<file path="config.mk">
export PLATFORM = sky130hd
export DESIGN_NAME = pmd_queue
export DESIGN_NICKNAME = d
export VERILOG_FILES = /design/src/rtl/pmd_pkg.sv /design/src/rtl/pmd_queue.sv
export SDC_FILE = /design/constraint.sdc
export NUM_CORES = 1
export LEC_CHECK = 0
export BUFFER_PORTS_ARGS = -buffer_cell sky130_fd_sc_hd__buf_2
export CELL_PAD_IN_SITES_DETAIL_PLACEMENT = 1
export CELL_PAD_IN_SITES_GLOBAL_PLACEMENT = 1
export CORE_ASPECT_RATIO = 2
export CORE_MARGIN = 3
export CORE_UTILIZATION = 39
export CTS_CLUSTER_DIAMETER = 150
export DETAILED_ROUTE_END_ITERATION = 8
export HOLD_SLACK_MARGIN = 0.08
export MAX_ROUTING_LAYER = met4
export PLACE_DENSITY = 0.68
export SYNTH_ARGS = -nofsm -noshare
export SYNTH_HDL_FRONTEND = slang
export SYNTH_SLANG_ARGS = --single-unit
</file>
<file path="constraint.sdc">
create_clock -name clk -period 2.05 [get_ports clk]
set_clock_uncertainty 0.2 [all_clocks]
set_input_delay 0.3075 -clock clk [delete_from_list [all_inputs] [get_ports clk]]
set_output_delay 0.3075 -clock clk [all_outputs]
set_load 0.01 [all_outputs]
</file>
<file path="src/rtl/pmd_pkg.sv">
// Shared types, constants and register indexes for the PID motor drive block.
`timescale 1ns / 1ps

package pmd_pkg;

    // Configuration register indexes.
    typedef enum logic [2:0] {
        CFG_TARGET_ANGLE  = 3'd0,
        CFG_GAIN_PROP     = 3'd1,
        CFG_GAIN_INTEG    = 3'd2,
        CFG_GAIN_DERIV    = 3'd3,
        CFG_STARTUP_TICKS = 3'd4,
        CFG_PWM_PERIOD    = 3'd5
    } cfg_idx_t;

    localparam int CFG_DATA_W = 32;

    localparam logic signed [15:0] RST_TARGET_ANGLE  = 16'sd0;
    localparam logic [31:0]        RST_GAIN_PROP     = 32'd3748052;
    localparam logic [31:0]        RST_GAIN_INTEG    = 32'd450;
    localparam logic [31:0]        RST_GAIN_DERIV    = 32'd56220780;
    localparam logic [15:0]        RST_STARTUP_TICKS = 16'd500;
    localparam logic [15:0]        RST_PWM_PERIOD    = 16'd6000;

    localparam int QUEUE_DEPTH_DEF = 4;

    // Full duty is 2^32 in Q32; the integral term is limited to +-2^61.
    localparam logic [63:0]        FULL_DUTY_Q32 = 64'h0000_0001_0000_0000;
    localparam logic signed [63:0] TERM_LIMIT    = 64'sh2000_0000_0000_0000;

    // One classified control tick as it travels from front to back.
    typedef struct packed {
        logic               run;
        logic signed [16:0] err;
    } tick_item_t;

    // Back-end sequencer states.
    typedef enum logic [1:0] {
        ST_IDLE = 2'd0,
        ST_MUL  = 2'd1,
        ST_ADD  = 2'd2,
        ST_MAG  = 2'd3
    } back_state_t;

    // Finished controller output, before the duty scaling.
    typedef struct packed {
        logic        run;
        logic        dir;
        logic        sat;
        logic        full;
        logic [31:0] mag_lo;
    } fin_item_t;

endpackage

</file>
<file path="src/rtl/pmd_queue.sv">
// Short item queue between the front end and the back end.
`timescale 1ns / 1ps

module pmd_queue
    import pmd_pkg::*;
#(
    parameter int DEPTH = QUEUE_DEPTH_DEF
)
(
    input  logic       clk,
    input  logic       rst_n,
    input  logic       push,
    input  tick_item_t push_item,
    output logic       full,
    input  logic       pop,
    output tick_item_t pop_item,
    output logic       not_empty
);

    localparam int PTR_W = (DEPTH > 1) ? $clog2(DEPTH) : 1;
    localparam int CNT_W = $clog2(DEPTH + 1);
    localparam logic [PTR_W-1:0] LAST_PTR = PTR_W'(DEPTH - 1);

    tick_item_t       slot_reg [DEPTH];
    logic [PTR_W-1:0] wr_ptr_reg;
    logic [PTR_W-1:0] rd_ptr_reg;
    logic [CNT_W-1:0] count_reg;
    logic [PTR_W-1:0] wr_ptr_next;
    logic [PTR_W-1:0] rd_ptr_next;
    logic [CNT_W-1:0] count_next;

    assign full      = (count_reg == CNT_W'(DEPTH));
    assign not_empty = (count_reg != '0);
    assign pop_item  = slot_reg[rd_ptr_reg];

    always_comb
    begin
        wr_ptr_next = wr_ptr_reg;
        rd_ptr_next = rd_ptr_reg;
        count_next  = count_reg;
        if (push)
        begin
            wr_ptr_next = (wr_ptr_reg == LAST_PTR) ? '0 : wr_ptr_reg + PTR_W'(1);
        end
        if (pop)
        begin
            rd_ptr_next = (rd_ptr_reg == LAST_PTR) ? '0 : rd_ptr_reg + PTR_W'(1);
        end
        if (push && !pop)
        begin
            count_next = count_reg + CNT_W'(1);
        end
        else if (pop && !push)
        begin
            count_next = count_reg - CNT_W'(1);
        end
    end

    always_ff @(posedge clk or negedge rst_n)
    begin
        if (!rst_n)
        begin
            wr_ptr_reg <= '0;
            rd_ptr_reg <= '0;
            count_reg  <= '0;
        end
        else
        begin
            wr_ptr_reg <= wr_ptr_next;
            rd_ptr_reg <= rd_ptr_next;
            count_reg  <= count_next;
        end
    end

    always_ff @(posedge clk)
    begin
        if (push)
        begin
            slot_reg[wr_ptr_reg] <= push_item;
        end
    end

    a_count_in_range: assert property (@(posedge clk) disable iff (!rst_n)
        count_reg <= CNT_W'(DEPTH))
        else $error("queue count above depth");

    a_no_push_when_full: assert property (@(posedge clk) disable iff (!rst_n)
        full |-> !push)
        else $error("queue pushed while full");

    a_no_pop_when_empty: assert property (@(posedge clk) disable iff (!rst_n)
        !not_empty |-> !pop)
        else $error("queue popped while empty");

endmodule

</file>
=== Word-level counts from Yosys, hierarchy flattened ===
Memories as Yosys holds them, arrays and structs flattened.
Index checks and enable logic that the tools add are counted.

* Input bits: 22
* Output and inout bits: 20
* Bits in writable memories: 72
* Word-level logic and storage cells: 23
* Register bits: 7
* Memories kept: 1

{| class="wikitable"
|+ Memory list
! memory !! depth !! width !! rd ports !! clocked after memory_dff !! write ports !! RTL line !! source
|-
| slot_reg || 4 || 18 || 1 || 0 || 1 || pmd_queue.sv:24 || <nowiki>tick_item_t slot_reg [DEPTH];</nowiki>
|}

* Reduce and logical (&&, ||, !) cells: 6
* Add/subtract/negate cells: 4
* Multiplexer cells: 6
* Eq/ne operators: 3

{| class="wikitable"
|+ Operators by type and width
! cell !! count
|-
| 2-to-1 mux 3 bit || 2
|-
| adder 2 x 1 -> 2 bit (second input constant) || 2
|-
| == test 2 bit (second input constant) || 2
|-
| 2-to-1 mux 2 bit || 2
|-
| adder 3 x 1 -> 3 bit (second input constant) || 1
|-
| == test 3 bit (second input constant) || 1
|-
| nonzero test 3 bit || 1
|-
| subtractor 3 x 1 -> 3 bit (second input constant) || 1
|-
| logical AND 1 bit || 2
|-
| zero test 1 bit || 2
|-
| 2-to-1 mux 1 bit || 2
|-
| nonzero test 2 bit || 1
|}

=== Longest topological paths before layout ===
Gate-level depths: netlist of the first run.

* Word-level depth: 4
* Gate-level depth with buffers: 7

=== Worst setup path after synthesis of the first run ===
Ideal clock, no wire load.

* Path type: reg2reg
* Start point: register wr_ptr_reg[0]
* End point: memory slot_reg[2][0] in the netlist's numbering, enable pin
* Stages on the path, launching flop included: 4
* Arrival time: 1094 ps
* Path buffers: 0
* Path slack: 380 ps
* Required time: 1474 ps
* Path through: dfrtp_1 inv_1 ha_1 and2_1

{| class="wikitable"
|+ RTL lines
! item !! RTL line !! source
|-
| start: declaration || pmd_queue.sv:25 || <nowiki>logic [PTR_W-1:0] wr_ptr_reg;</nowiki>
|-
| start signal: assignment || pmd_queue.sv:69 || <nowiki>wr_ptr_reg <= wr_ptr_next;</nowiki>
|-
| end: declaration || pmd_queue.sv:24 ||
|}

No word-level cell before the write port.

==> out/metrics.cfg, run 1 <==
[drt]
drt-vias-per-instance=4.90
drc_errors=0
drtIter0Drc=61
vias=1540
routed-wl-met3_um=251
met2_length_mm=3.61
drt_first_pass_iters=4
detail_route.wl_per_cell_um=19.2
antenna_left=0
met1_length_mm=2.07
highest_layer=met4
wl_mm=6.04

[sta]
slew_headroom_pct=73.8
fmax_mhz=469
hold_viol_final=0
setup_slack_ns=-0.0835
setup_viol=18
period_share_pct=104
rsz0062_at_grt=true
report.final.slew_viol_count=0
finalCriticalPeriod_ns=2.13
hold_slack_ns=0.145
tns_ns=-1.18
max_slew.worst_pin.slew_ns=0.393

[cells_and_area]
fill_cells=683
final_common_cell=edfxtp_1
drive_gt1_share_pct=41.0
largest_reg_flops=72
area_growth_pct=33.4
stdcell_area_mm2=0.00402
regArea_mm2=0.00234
instances_no_fill=314
layout.nets=246
mostFrequentLayoutCells=edfxtp_1, buf_2, dlygate4sd3_1
antenna_cells=0
multi_input_area_um2=631
final_util_pct=54.5

[placement]
pre_cts_ws_ns=0.218
placed_cells=272
place_congestion=0.727
place_hpwl_mm=4.27
io_buffers=41
placed_cell_area_mm2=0.00340

[synthesis]
synth.avg_cell_area_um2=23.0
ys_seq_area_share_pct=77.5
syn_nets=160
yosys.cell_types.count=18
syn_inst=131
ys_ff_latch=79
syn-cell-area_mm2=0.00302
yosys_warnings=0

[flow_run]
cap_violations=0

[clocking]
clkTransAtPathRegs_ns=0.05
cts.sinks=79
clockBufferDepth=2
cts_made_buffers=9
cts.htree.levels=3
insertion_delay_ns=0.32
ctsRootBufferMaster=clkbuf_16
cts_tree=built

[setup_path]
criticalPathCategory=reg2out
cp_max_fo=8
start_kind=register
endpoint_kind=output port
cp_data_arrival_time_ns=1.63
worstPathRequired_ns=1.54

[outcome]
status=finished, violations left
violations=negative setup slack

[die]
die_y_um=130
initial_core_util_pct=40.9
fp.dieW_um=68.2
io_pins=42
placementRows=44
core_area_mm2=0.00738
dieArea_mm2=0.00889

[grt]
grt-ovfl-total=0
grt_max_degree=13
grt_pass1_vias=1737
antenna_found_initial=0
grt_usage_pct=15.9
grt_pass1_wl_mm=9.41

[power_and_ir_drop]
power_density_mw_per_mm2=1360
p_total_mw=5.48
ir_drop_mv=0.731
power_leakage_nw=1.48

[hold_path]
min_path_type=in2async

timing repair:
action | in CTS | in global routing
hold buffers | 21 | 0
cloned | 2 | 0
setup endpoints to repair | 18 | 20
setup buffers | 2 | 2
pin swaps | 0 | 2
resized for setup | 9 | 8
endpoints found under the hold margin | 82 | 0
power breakdown:
| part | switching (mW) | internal, mW | leakage, nW | total, mW |
|---|---|---|---|---|
| combinational | 0.848 | 1.06 | 0.619 | 1.91 |
| clock | 0.550 | 0.811 | 0.118 | 1.36 |
| sequential | 0.118 | 2.09 | 0.744 | 2.21 |
| total | 1.52 | 3.96 | 1.48 | 5.48 |
cell usage after synthesis (all sizes together):
cell type	count	area [µm²]
or3	1	6.26
xor2	2	17.5
buf	4	35.0
o21ai	2	10.0
and2	4	25.0
nor3b	1	7.51
dfrtp	7	175
xnor2	1	8.76
inv	4	15.0
fa	1	20.0
ha	6	75.1
mux4	18	405
edfxtp	72	2160
nor2	3	11.3
mux2	3	33.8
nand2	2	7.51
layer usage:
layer	vias to the layer above	GRT usage, %
met1	786	16.1
met4	0	5.28
li1	705	-
met5	-	-
met2	40	28.8
met3	9	3.88
final timing paths:
path,start,endpoint,slack (ns),cells past startpoint
min,rst_n,wr_ptr_reg[1],0.14,2
min reg2reg,count_reg[2],count_reg[2],0.29,1
max in group asynchronous,rst_n,rd_ptr_reg[0],1.35,2
min in group clk,pop,rd_ptr_reg[1],0.24,2
max reg2reg,wr_ptr_reg[0],slot_reg[2][11],0.35,4
max,rd_ptr_reg[0],pop_item[10],-0.08,4
cell families (layout without fill, tap and decap cells):
| kind of cell | Yosys count | in the layout | synth area share [%] |
|---|---|---|---|
| multiplexers | 21 | 21 | 14.6 |
| AND/OR/NAND/NOR | 11 | 11 | 1.91 |
| XOR/XNOR | 3 | 3 | 0.872 |
| flip-flops | 79 | 79 | 77.5 |
| AO/OA/AOI/OAI | 2 | 2 | 0.332 |
| buffers and inverters | 8 | 99 | 1.66 |
| adder cells (fa/ha/maj) | 7 | 7 | 3.15 |
area by class of cell:
cell class / count / share of cell area [%]
flip-flops and latches: 79 / 58.1
well taps: 92 / 2.86
clock inverters: 4 / 0.560
inverters: 4 / 0.373
repair buffers: 79 / 16.6
multi-input cells: 44 / 15.7
clock buffers: 12 / 5.88
critical path, stage by stage (launching register included):
cell and delay (ns):
dfrtp_1 0.36, buf_4 0.15, buf_16 0.15, mux4_2 0.49, buf_2 0.15
Note: power is estimated with default switching activity, not from simulation.
==> run 2: changes to the inputs <==
Settings changed: CTS_BUF_LIST set to sky130_fd_sc_hd__clkbuf_2.
==> run 2 against run 1 <==
The flow still finishes with violations (negative setup slack). Count of clock-buffer cells in the layout did not move. Sequential share of layout area up 2.4 points. Critical path type unchanged. Critical endpoint is now pop_item[7]. Critical path depth unchanged. Flip-flop and latch count did not move. Wire length about the same. Largest cell class unchanged.
==> out/metrics.cfg, run 2 (synthesis gave the netlist of run 1 again) <==
[outcome]
status=finished, violations left
violations=negative setup slack

[clocking]
ctsRootBufferMaster=clkbuf_2
cts_tree=built
insertion_delay_ns=0.48
clkTransAtPathRegs_ns=0.19
cts.htree.levels=3
clockBufferDepth=2
cts.sinks=79
cts_made_buffers=9

[sta]
max_slew.worst_pin.slew_ns=0.388
fmax_mhz=429
setup_viol=18
finalCriticalPeriod_ns=2.33
rsz0062_at_grt=true
slew_headroom_pct=74.1
report.final.slew_viol_count=0
setup_slack_ns=-0.283
period_share_pct=114
tns_ns=-4.73
hold_viol_final=0

[power_and_ir_drop]
power_density_mw_per_mm2=1250
power_leakage_nw=1.42
ir_drop_mv=0.524

[setup_path]
r2r_slack_ns=0.29
timing.rr.start=wr_ptr_reg[0]
crit_family=multiplexers
start_kind=register
cp_max_fo=5
worst_path_largest_cell_delay_ns=0.52
cp_data_arrival_time_ns=1.83
r2r_end=slot_reg[2][5]
crit_chain=buf_6 > buf_12 > mux4_2 > buf_6
critPathMostFrequentCell=buf_6
worstPathRequired_ns=1.54
critPathBufInv=3
rr_worst_depth=4
criticalPathCategory=reg2out
endpoint_kind=output port
slowest_stage=mux4_2

[grt]
grt-ovfl-total=0
grt_usage_pct=15.8
grt_max_degree=13
grt_pass1_vias=1752
antenna_found_initial=0
grt_pass1_wl_mm=9.36

[drt]
drt-vias-per-instance=4.93
detail_route.wl_per_cell_um=19.1
drtIter0Drc=67
drc_errors=0
antenna_left=0
vias=1554
drt_first_pass_iters=4
wl_mm=6.03

[cells_and_area]
regArea_mm2=0.00234
largest_reg_flops=72
multi_input_area_um2=628
area_growth_pct=28.3
mostFrequentLayoutCells=edfxtp_1, buf_2, dlygate4sd3_1
drive_gt1_share_pct=42.2
fill_cells=696
final_util_pct=52.4
final_common_cell=edfxtp_1
antenna_cells=0
layout.nets=247

[die]
die_y_um=130
fp.dieW_um=68.2
dieArea_mm2=0.00889
placementRows=44
io_pins=42
core_area_mm2=0.00738
initial_core_util_pct=40.9

[placement]
place_congestion=0.727
io_buffers=41
place_hpwl_mm=4.27

[hold_path]
holdPathStages=1
worstHoldEndpoint=count_reg[2]
min_from=count_reg[2]
min_path_type=reg2reg

[flow_run]
cap_violations=0

## run 2: cell type report
class | instances | share of cell area [%]
tap | 92 | 2.98
clock inverter | 4 | 0.582
clock buffer | 12 | 1.55
sequential | 79 | 60.4
inverter | 4 | 0.388
multi-input combinational | 44 | 16.2
timing repair buffer | 80 | 17.8
## run 2: worst max-delay path by stage
stage	end	cells past startpoint	start	slack [ns]
floorplan	slot_reg[2][0]	3	wr_ptr_reg[0]	0.38
global placement	pop_item[3]	3	rd_ptr_reg[0]	0.27
detailed placement	count_reg[2]	7	push	0.22
CTS	pop_item[3]	4	rd_ptr_reg[0]	-0.36
global route	pop_item[7]	4	rd_ptr_reg[0]	-0.39
finish	pop_item[7]	4	rd_ptr_reg[0]	-0.28
## run 2: layer usage
| layer | vias to the layer above | global-route usage, % | part of all wire, % |
|---|---|---|---|
| li1 | 705 | - | - |
| met1 | 806 | 16.1 | 36 |
| met2 | 34 | 28.2 | 59 |
| met3 | 9 | 3.45 | 3.4 |
| met4 | 0 | 6.45 | 1.8 |
| met5 | - | - | 0 |
## run 2: per-stage QoR
step	area [µm²]	power, mW	hold WS (ns)	cells	setup slack [ns]
final	3870	4.84	0.306	315	-0.283
after CTS	3830	4.84	0.296	315	-0.359
after global placement	3400	3.71	-0.0551	272	0.269
after detailed placement	3400	3.83	-0.0545	272	0.218
after floorplan	3020	3.20	-0.188	131	0.380
after global routing	3870	5.14	0.308	315	-0.388
## run 2: power breakdown
group / internal, mW / leakage [nW] / switching (mW)
clock: 0.167 / 0.0533 / 0.481
sequential: 2.08 / 0.743 / 0.111
combinational: 1.12 / 0.620 / 0.868
## run 2: worst reg2reg max path, cell delays in order (launching register included)
cell     delay, ns
dfrtp_1       0.46
inv_1         0.11
ha_1          0.16
and2_1        0.30
buf_4         0.23
## run 2: repair_timing
item | 4_1_cts | 5_1_grt
hold buffers | 22 | 0
gates cloned | 2 | 0
endpoints found under the setup margin | 19 | 18
endpoints found under the hold margin | 84 | 0
buffers inserted | 3 | 1
gates resized for setup | 11 | 10
