===== config.mk =====
export PLATFORM = sky130hd
export DESIGN_NAME = pmd_front
export DESIGN_NICKNAME = d
export VERILOG_FILES = /design/src/rtl/pmd_pkg.sv /design/src/rtl/pmd_front.sv
export SDC_FILE = /design/constraint.sdc
export NUM_CORES = 1
export LEC_CHECK = 0
export BUFFER_PORTS_ARGS = -buffer_cell sky130_fd_sc_hd__buf_2
export CORE_UTILIZATION = 48
export CTS_CLUSTER_SIZE = 24
export DETAILED_ROUTE_END_ITERATION = 8
export PLACE_DENSITY_LB_ADDON = 0.25
export SLEW_MARGIN = 0
export SYNTH_ARGS = -nofsm -noshare
export SYNTH_HDL_FRONTEND = slang
export SYNTH_SLANG_ARGS = --single-unit

===== constraint.sdc =====
create_clock -name clk -period 3.2 [get_ports clk]
set_input_delay 0.64 -clock clk [delete_from_list [all_inputs] [get_ports clk]]
set_output_delay 0.64 -clock clk [all_outputs]
set_load 0.05 [all_outputs]

===== src/rtl/pmd_pkg.sv =====
// Shared types, constants and register indexes for the PID motor drive block.
`timescale 1ns / 1ps

package pmd_pkg;

    // Configuration register indexes.
    typedef enum logic [2:0] {
        CFG_TARGET_ANGLE  = 3'd0,
        CFG_GAIN_PROP     = 3'd1,
        CFG_GAIN_INTEG    = 3'd2,
        CFG_GAIN_DERIV    = 3'd3,
        CFG_STARTUP_TICKS = 3'd4,
        CFG_PWM_PERIOD    = 3'd5
    } cfg_idx_t;

    localparam int CFG_DATA_W = 32;

    localparam logic signed [15:0] RST_TARGET_ANGLE  = 16'sd0;
    localparam logic [31:0]        RST_GAIN_PROP     = 32'd3748052;
    localparam logic [31:0]        RST_GAIN_INTEG    = 32'd450;
    localparam logic [31:0]        RST_GAIN_DERIV    = 32'd56220780;
    localparam logic [15:0]        RST_STARTUP_TICKS = 16'd500;
    localparam logic [15:0]        RST_PWM_PERIOD    = 16'd6000;

    localparam int QUEUE_DEPTH_DEF = 4;

    // Full duty is 2^32 in Q32; the integral term is limited to +-2^61.
    localparam logic [63:0]        FULL_DUTY_Q32 = 64'h0000_0001_0000_0000;
    localparam logic signed [63:0] TERM_LIMIT    = 64'sh2000_0000_0000_0000;

    // One classified control tick as it travels from front to back.
    typedef struct packed {
        logic               run;
        logic signed [16:0] err;
    } tick_item_t;

    // Back-end sequencer states.
    typedef enum logic [1:0] {
        ST_IDLE = 2'd0,
        ST_MUL  = 2'd1,
        ST_ADD  = 2'd2,
        ST_MAG  = 2'd3
    } back_state_t;

    // Finished controller output, before the duty scaling.
    typedef struct packed {
        logic        run;
        logic        dir;
        logic        sat;
        logic        full;
        logic [31:0] mag_lo;
    } fin_item_t;

endpackage


===== src/rtl/pmd_front.sv =====
// Front end: counts control ticks, classifies them as idle or running and forms the error.
`timescale 1ns / 1ps

module pmd_front
    import pmd_pkg::*;
(
    input  logic               clk,
    input  logic               rst_n,
    input  logic               push,
    input  logic signed [15:0] angle_centideg,
    input  logic signed [15:0] target_angle,
    input  logic [15:0]        startup_ticks,
    output tick_item_t         item
);

    logic [15:0] tick_reg;
    logic [15:0] tick_next;

    // The counter advances before the startup compare and sticks at its maximum.
    assign tick_next = (tick_reg == 16'hFFFF) ? tick_reg : tick_reg + 16'd1;

    assign item.run = (tick_next >= startup_ticks);
    assign item.err = {target_angle[15], target_angle}
                    - {angle_centideg[15], angle_centideg};

    always_ff @(posedge clk or negedge rst_n)
    begin
        if (!rst_n)
        begin
            tick_reg <= 16'd0;
        end
        else if (push)
        begin
            tick_reg <= tick_next;
        end
    end

endmodule


Word-level counts from Yosys, hierarchy flattened:

Cells that the tools add are included.

* add/sub/neg operators: 2
* eq/ne operators: 1
* mux-type cells: 1
* $lt $le $gt $ge: 1

Operators with widths (number)
* subtractor 16 x 16 -> 17 bit: 1
* adder 16 x 1 -> 16 bit, second input constant: 1
* == test 16 bit, second input constant: 1
* greater-or-equal comparator 16 bit: 1
* 2-to-1 mux 16 bit: 1

* bits of input ports: 51
* register bits: 16
* output and inout port bits: 18
* word-level logic and storage cells: 6

Longest topological paths before layout:

Gate-level depths: netlist of run 1.

* depth in word-level cells: 3
* gate-level depth with buffers: 15
* gate-level depth less buffers: 13

Worst setup path before layout of run 1:

Ideal clock, no wire load.

* path kind: input -> output
* start point: in target_angle[0]
* end point: out item[14] (netlist name)
* cell stages on the path: 8
* path slack: -1094 ps
* path buffers: 0
* arrival time: 3654 ps
* path through: inv_1 -> ha_1 -> fa_1 -> nor2b_1 -> o31ai_1 -> a21oi_1 -> o21ai_1 -> o311ai_0

RTL lines
* start: declaration: line pmd_front.sv:11 `input logic signed [15:0] target_angle,`
* end: declaration: line pmd_front.sv:13 `output tick_item_t item`

==> flow_summary.yaml, run 1 <==
run_status:
  status: "finished, violations left"
  failed_checks: "DRC, setup timing"
sta:
  final.period_utilization_pct: 117
  fin_crit_ns: 3.74
  finalSetupViolCount: 1
  final-max-slew-violation-count: 0
  fmax_mhz: 267
  tightest_slew_ns: 0.345
  slew_headroom_pct: 76.8
  setup_ws_ns: -0.540
  finClkSkew_ns: 0.00114
  fin_setup_tns_ns: -0.540
  rsz0062_at_grt: "yes"
  hold_viol_final: 0
detailed_routing:
  wl_per_cell_um: 11.9
  drt_pass1_iterations: 6
  final_antenna_net_count: 0
  wirelength_um: 5340
  vias: 2363
  drc: 5
  drt_iter0_drc: 73
  post_drt_via_cell_ratio: 5.25
power:
  p_sw_uw: 600
  ir_worst_vdd_uv: 520
  sequentialPowerShare_pct: 20.9
  power_frac_comb_pct: 66.3
  intPower_uw: 736
  p_leak_nw: 1.75
  switching_share_pct: 44.9
  p_per_area_nw_per_um2: 425
  p_total_mw: 1.34
  clkPwrFrac_pct: 12.9
logic_synthesis:
  synth_top_area_share_pct: 18.1
  syn_nets: 378
  synth.cell_area_um2: 2280
  ys_top_cells_by_area: "ha_1 18%, dfrtp_1 18%, xnor2_1 13%"
  synth_most_common_cell: "inv_1"
  syn_inst: 293
  ys_warn_count: 0
  synth.ff_latch_count: 16
  asyncSetResetFlopFracSynth_pct: 100
  syn_area_per_cell_um2: 7.79
  synth_top_area_cell: "ha_1"
  synthFlopType: "dfrtp_1"
  synth_edf_count: 0
  synth-seq-area-share_pct: 17.5
  synth_top_cells_by_count: "39 x inv_1, 34 x xnor2_1, 33 x ha_1"
  ys_types: 46
setup_path:
  path_max_fanout: 9
  end_kind: "output port"
  worstPathCellList: "ha_4 -> nand4_1 -> nor3_4 -> nand2b_4 -> nand2b_1 -> xnor2_1 -> ha_1 -> and3_1 -> nand3_1 -> a21oi_1 -> a2111oi_2 -> buf_4 -> nor3_1 -> o32a_2 -> buf_6"
  crit_family: "simple AND/OR/NAND/NOR gates"
  critical_path_required_ns: 2.56
  worstSetupPathType: "reg2out"
  crit_path_max_incr_delay_ns: 0.39
  slowest_stage: "dfrtp_1"
  cp_num_buf_inv: 2
  startpoint_type: "flop"
  worst_ep_arrival_time_ns: 3.10
die:
  core_um2: 4470
  start_util_pct: 51.0
  die_h_um: 71.0
  pin_count: 69
  num_rows: 24
  dieArea_um2: 5040
  dieWidth_um: 71.0
clocking:
  clock-root-buffer: "clkbuf_8"
  cts.path.max_buffers: 2
  cts_buffers: 3
  cts.clk_slew.worst_paths_ns: 0.06
  post-cts-setup-buffers: 0
  cts-hold-fix-buffers: 0
  htreeDepth: 1
  cts.sinks: 16
  cts_tree: "done"
  clock_latency_ns: 0.24
grt:
  grt_first_pass_wirelength_um: 9150
  grt_use_total_pct: 21.9
  antenna_found_initial: 0
  grt_overflow: 0
  grt_max_degree: 17
  grt_pass1_vias: 2249
place:
  dp.cells: 446
  portBuffers: 68
  post-dp-hpwl_um: 4480
  gp_congestion: 0.814
cells_and_area:
  insertedDiodeCount: 0
  largest_reg_flops: 16
  nFillCells: 364
  syn2layout_area_growth_pct: 37.8
  drive_gt1_share_pct: 35.4
  nets: 484
  stdcell_count: 450
worst_hold_path:
  worstHoldPathType: "in2async"
run:
  cap_violations: 0
[worst register-to-register path: stages (launching register included)]
cell and delay, ns:
dfrtp_1 0.41, buf_4 0.16, and3_1 0.18, buf_4 0.13, nor3b_4 0.14, and3_1 0.22
and3_4 0.20, and4_1 0.19, nor2_1 0.10
[worst paths after layout]
kind                              startpoint            to  slack [ns]  depth (start not counted)
worst max-delay path             tick_reg[1]      item[17]       -0.54                         15
worst min-delay path                   rst_n   tick_reg[9]        0.29                          1
min in group clk                tick_reg[14]  tick_reg[14]        0.58                          2
max in group asynchronous              rst_n   tick_reg[0]        2.63                          1
worst min register to register  tick_reg[14]  tick_reg[14]        0.58                          2
worst max register to register   tick_reg[1]  tick_reg[15]        1.40                          8
[cell families (layout without fill, tap and decap cells)]
logic type | after synthesis | after routing | share of synthesized area, %
flops | 16 | 16 | 17.5
buf+inv | 48 | 153 | 8.99
mux | 1 | 1 | 0.493
fa+ha+maj | 34 | 34 | 19.0
simple gates | 95 | 95 | 22.2
xor+xnor | 37 | 37 | 14.2
compound gates | 62 | 62 | 17.6
[final cells by class]
type / count / area [um^2] / area share (%)
clock buffer: 4 / 55.1 / 1.75
inverter: 39 / 146 / 4.65
multi-input combinational: 229 / 1800 / 57.3
sequential: 16 / 402 / 12.8
tap: 52 / 65.1 / 2.07
timing repair buffer: 110 / 674 / 21.4
[metal layers]
metal | up-vias | track usage [%] | part of all wire (%)
met4 | 0 | 2.22 | 0.39
met3 | 5 | 2.14 | 3.8
li1 | 1225 | - | -
met5 | - | 0 | 0
met2 | 61 | 40.9 | 50
met1 | 1072 | 28.2 | 46
[stage by stage]
| step | setup WS, ns | instance area, um^2 | hold slack, ns | util (%) |
|---|---|---|---|---|
| after floorplan | -0.130 | 2350 | 0.344 | - |
| after global placement | -0.550 | 3010 | 0.561 | 67.2 |
| after detailed placement | -0.582 | 3010 | 0.563 | 67.2 |
| after CTS | -0.560 | 3090 | 0.305 | 69.2 |
| after global routing | -0.708 | 3150 | 0.311 | 70.3 |
| final | -0.540 | 3150 | 0.294 | 70.3 |
[power groups by stage]
stage	clock network, mW	logic, mW	registers (mW)
after global routing	0.185	0.975	0.282
after floorplan	0	0.595	0.281
after CTS	0.175	0.875	0.278
final	0.172	0.885	0.279
after global placement	0	0.832	0.279
after detailed placement	0	0.863	0.281
[cells in the final DEF, fill, tap and decap left out, drive strengths merged, types with 9 or more instances in the layout]
cell   netlist  routed
nor2        20      20
o21ai        9       9
a21oi       21      21
nand4       10      10
nand3       14      14
buf          8     107
inv         39      39
dfrtp       16      16
ha          33      33
nand2       26      26
xnor2       34      34
[repair_timing]
action                     CTS  global route
pin swaps                    1             3
gates resized for setup     10            15
cloned                       0             0
setup endpoints to repair    4             7
(Power assumes the default switching activity.)
==> run 2, diff against run 1 <==
- CORE_UTILIZATION: 48 -> 45
==> flow_summary.yaml, run 2 (synthesis results as in run 1) <==
grt:
  grt_overflow: 0
  grt_use_total_pct: 21.2
  grt_pass1_vias: 2249
  antenna_found_initial: 0
  grt_first_pass_wirelength_um: 9170
  grt_max_degree: 17
sta:
  fmax_mhz: 264
  rsz0062_at_grt: "yes"
  finalSetupViolCount: 1
  final-max-slew-violation-count: 0
  hold_viol_final: 0
  finClkSkew_ns: 0.000937
  fin_crit_ns: 3.79
  final.period_utilization_pct: 118
  tightest_slew_ns: 0.347
  hold_slack_ns: 0.290
  setup_ws_ns: -0.587
  slew_headroom_pct: 76.9
detailed_routing:
  final_antenna_net_count: 0
  vias: 2384
  wirelength_um: 5370
  drt_pass1_iterations: 4
  post_drt_via_cell_ratio: 5.10
  drc: 0
  wl_per_cell_um: 11.5
  drt_iter0_drc: 79
place:
  dp.cells: 456
  placed_cell_area_um2: 2990
  portBuffers: 68
  place_ws_ns: -0.533
  gp_congestion: 0.813
  post-dp-hpwl_um: 4370
clocking:
  cts.sinks: 16
  cts_tree: "done"
  cts.path.max_buffers: 2
  clock_latency_ns: 0.25
  cts_buffers: 3
  clock-root-buffer: "clkbuf_8"
  htreeDepth: 1
  cts.clk_slew.worst_paths_ns: 0.06
cells_and_area:
  stdcell_count: 467
  insertedDiodeCount: 0
  layout_common_cells: "62 x buf_2, 44 x buf_4, 39 x inv_1"
  nets: 486
  drive_gt1_share_pct: 37.5
  largest_reg_flops: 16
  seq_area_um2: 402
  multi_input_area_um2: 1850
  final_common_cell: "buf_2"
  nFillCells: 423
  syn2layout_area_growth_pct: 41.3
  final_area_um2: 3230
run_status:
  status: "finished, violations left"
  failed_checks: "setup timing"
die:
  core_um2: 4820
  pin_count: 69
  die_h_um: 73.2
  start_util_pct: 47.4
  dieWidth_um: 73.2
  dieArea_um2: 5360
  num_rows: 25
setup_path:
  startpoint_type: "flop"
  path_max_fanout: 3
  critical_path_required_ns: 2.56
  worst_ep_arrival_time_ns: 3.15
  end_kind: "output port"
  worstSetupPathType: "reg2out"
power:
  clkPwrFrac_pct: 13.2
  power_frac_comb_pct: 66.3
  switching_share_pct: 44.9
  p_sw_uw: 600
  p_leak_nw: 1.79
  p_per_area_nw_per_um2: 414
  ir_worst_vdd_uv: 468
  intPower_uw: 737
  sequentialPowerShare_pct: 20.5
run:
  cap_violations: 0
worst_hold_path:
  worstHoldPathType: "in2async"
-- run 2: cell count changes in the layout (fill, tap and decap cells not counted), sizes merged --
cell	delta
buf	+1
nand2b	+1
-- run 2: final timing paths --
path                               from            to  slack, ns  depth (start not counted)
max reg2reg                 tick_reg[1]  tick_reg[12]       1.27                         10
max                         tick_reg[1]      item[17]      -0.59                         15
min reg2reg                tick_reg[14]  tick_reg[14]       0.58                          2
min in group clk           tick_reg[14]  tick_reg[14]       0.58                          2
min                               rst_n  tick_reg[15]       0.29                          1
max in group asynchronous         rst_n   tick_reg[0]       2.63                          1
-- run 2: worst max-delay path: stages (launching register included) --
cell     delay (ns)
dfrtp_1        0.39
ha_4           0.14
nand4_1        0.15
buf_4          0.19
buf_4          0.12
buf_4          0.12
buf_4          0.13
nor2_2         0.12
and3_4         0.21
xnor2_1        0.11
nand2_1        0.07
ha_1           0.17
a21o_1         0.15
a211o_1        0.28
o32a_2         0.38
buf_8          0.15
-- run 2: layer usage --
metal	wire (um)	up-vias	share of wire [%]	track usage [%]
met2	2770	63	52	40.1
met3	204	6	3.8	1.66
met4	64	0	1.2	5.66
li1	-	1237	-	-
met1	2330	1078	43	25.3
met5	0	-	0	0
-- run 2: what timing repair did --
action	in CTS	in global routing
gates resized for setup	15	18
hold buffers	0	0
setup endpoints to repair	4	6
pin swaps	4	9
setup buffers	6	1
gates cloned	1	0
-- run 2: per-stage QoR --
stage	setup TNS [ns]	power [mW]	utilization, %
finish	-0.587	1.34	67.0
global placement	-0.496	1.10	62.1
detailed placement	-0.630	1.12	62.1
CTS	-0.584	1.33	65.5
floorplan	-0.304	0.876	-
global route	-0.734	1.44	67.0
-- run 2: cell type report --
type	count	share of cell area (%)
clock buffer	4	1.71
inverter	39	4.54
multi-input combinational	230	57.3
sequential	16	12.5
tap	67	2.60
timing repair buffer	111	21.4
-- run 2: power groups by stage --
stage,Clock [mW],Combinational (mW),Sequential (mW)
floorplan,0,0.595,0.281
global placement,0,0.824,0.276
detailed placement,0,0.842,0.277
CTS,0.179,0.873,0.273
global route,0.188,0.976,0.279
finish,0.176,0.887,0.274
==> run 3, diff against run 2 <==
- clock period: 3.2 -> 4.6 ns (I/O delays scaled with it)
==> flow_summary.yaml, run 3 (synthesis results as in run 1) <==
run_status:
  status: "completed"
power:
  ir_worst_vdd_uv: 156
  p_per_area_nw_per_um2: 298
  p_leak_nw: 1.49
detailed_routing:
  drt_iter0_drc: 113
  drc: 0
  drt_pass1_iterations: 4
  vias: 2166
  wl_per_cell_um: 11.0
  post_drt_via_cell_ratio: 5.11
  final_antenna_net_count: 0
  wirelength_um: 4690
sta:
  fin_setup_tns_ns: 0
  fin_crit_ns: 4.26
  final-max-slew-violation-count: 0
  hold_viol_final: 0
  tightest_slew_ns: 0.364
  finClkSkew_ns: 0.00241
  finalSetupViolCount: 0
  rsz0062_at_grt: "no"
  fmax_mhz: 235
  hold_slack_ns: 0.537
  final.period_utilization_pct: 92.6
  slew_headroom_pct: 75.6
worst_hold_path:
  worstHoldPathType: "reg2reg"
setup_path:
  path_max_fanout: 9
  crit_family: "simple AND/OR/NAND/NOR gates"
  worst_ep_arrival_time_ns: 3.34
  end_kind: "output port"
  cp_num_buf_inv: 1
  worstSetupPathType: "reg2out"
  startpoint_type: "flop"
  slowest_stage: "dfrtp_2"
  worstPathCellList: "ha_2 -> nand4_1 -> nor3_2 -> nand2b_2 -> nand2b_1 -> xnor2_1 -> ha_1 -> and3_1 -> nand3_1 -> a21oi_1 -> a2111oi_2 -> nor3_1 -> o32a_1 -> buf_2"
  critical_path_required_ns: 3.68
  crit_path_max_incr_delay_ns: 0.42
cells_and_area:
  layout_common_cells: "68 x buf_2, 39 x inv_1, 34 x xnor2_1"
  final_common_cell: "buf_2"
  drive_gt1_share_pct: 23.5
  insertedDiodeCount: 0
  final_area_um2: 2730
  nets: 443
  nFillCells: 477
  largest_reg_flops: 16
  syn2layout_area_growth_pct: 19.3
clocking:
  cts_resized: 0
  post-cts-setup-buffers: 0
  htreeDepth: 1
  cts-hold-fix-buffers: 0
  cts.path.max_buffers: 2
  clock_latency_ns: 0.25
  clock-root-buffer: "clkbuf_8"
  cts.clk_slew.worst_paths_ns: 0.06
  cts_tree: "done"
  cts.sinks: 16
  cts_buffers: 3
die:
  start_util_pct: 47.4
  dieWidth_um: 73.2
  pin_count: 69
  die_h_um: 73.2
  dieArea_um2: 5360
  num_rows: 25
  core_um2: 4820
place:
  portBuffers: 68
  gp_congestion: 0.841
  placed_cell_area_um2: 2660
  post-dp-hpwl_um: 3920
grt:
  grt_use_total_pct: 17.9
  grt_first_pass_wirelength_um: 7690
  grt_overflow: 0
  antenna_found_initial: 0
  grt_pass1_vias: 1832
  grt_max_degree: 17
run:
  cap_violations: 0
==> run 3: cell count changes in the layout (fill, tap and decap cells not counted), moves of 3 or more <==
cell and delta:
buf_4 -43, buf_2 +6, clkbuf_4 -3, a21oi_1 +4, xnor2_2 -6, a21oi_2 -4, xnor2_1 +6
==> run 3: final cells by class <==
class	instances	area, um^2	share of cell area [%]
multi-input cells	229	1690	62.0
flip-flops and latches	16	403	14.8
repair buffers	69	348	12.8
inverters	39	146	5.37
well taps	67	83.8	3.08
clock buffers	4	55.1	2.02
==> run 3: per-stage QoR <==
| stage | setup slack [ns] | utilization [%] | cells | total power [mW] |
|---|---|---|---|---|
| 2_1_floorplan | 0.0246 | - | 293 | 0.586 |
| 3_3_place_gp | 0.406 | 55.1 | 420 | 0.672 |
| 3_5_place_dp | 0.358 | 55.1 | 420 | 0.684 |
| 4_1_cts | 0.0846 | 56.3 | 424 | 0.809 |
| 5_1_grt | 0.0423 | 56.6 | 424 | 0.878 |
| 6_report | 0.342 | 56.6 | 424 | 0.811 |
==> run 3: worst paths after layout <==
path | start | end | slack [ns] | cells after the start
max | tick_reg[0] | item[17] | 0.34 | 14
min | tick_reg[0] | tick_reg[0] | 0.54 | 1
max reg2reg | tick_reg[0] | tick_reg[3] | 2.59 | 8
min in group asynchronous | rst_n | tick_reg[13] | 0.57 | 1
min reg2reg | tick_reg[0] | tick_reg[0] | 0.54 | 1
max in group asynchronous | rst_n | tick_reg[0] | 3.76 | 1
==> run 3: power breakdown <==
part / switching [mW] / internal, mW / total, mW
Combinational: 0.277 / 0.185 / 0.462
Clock: 0.0448 / 0.0759 / 0.121
Sequential: 0.0589 / 0.170 / 0.229
==> run 3: routing by layer <==
layer	global-route usage [%]	up-vias	share of wire [%]
li1	-	1144	-
met1	25.3	954	51
met2	29.7	66	44
met3	1.80	2	4.0
met4	3.27	0	0.41
met5	0	-	0
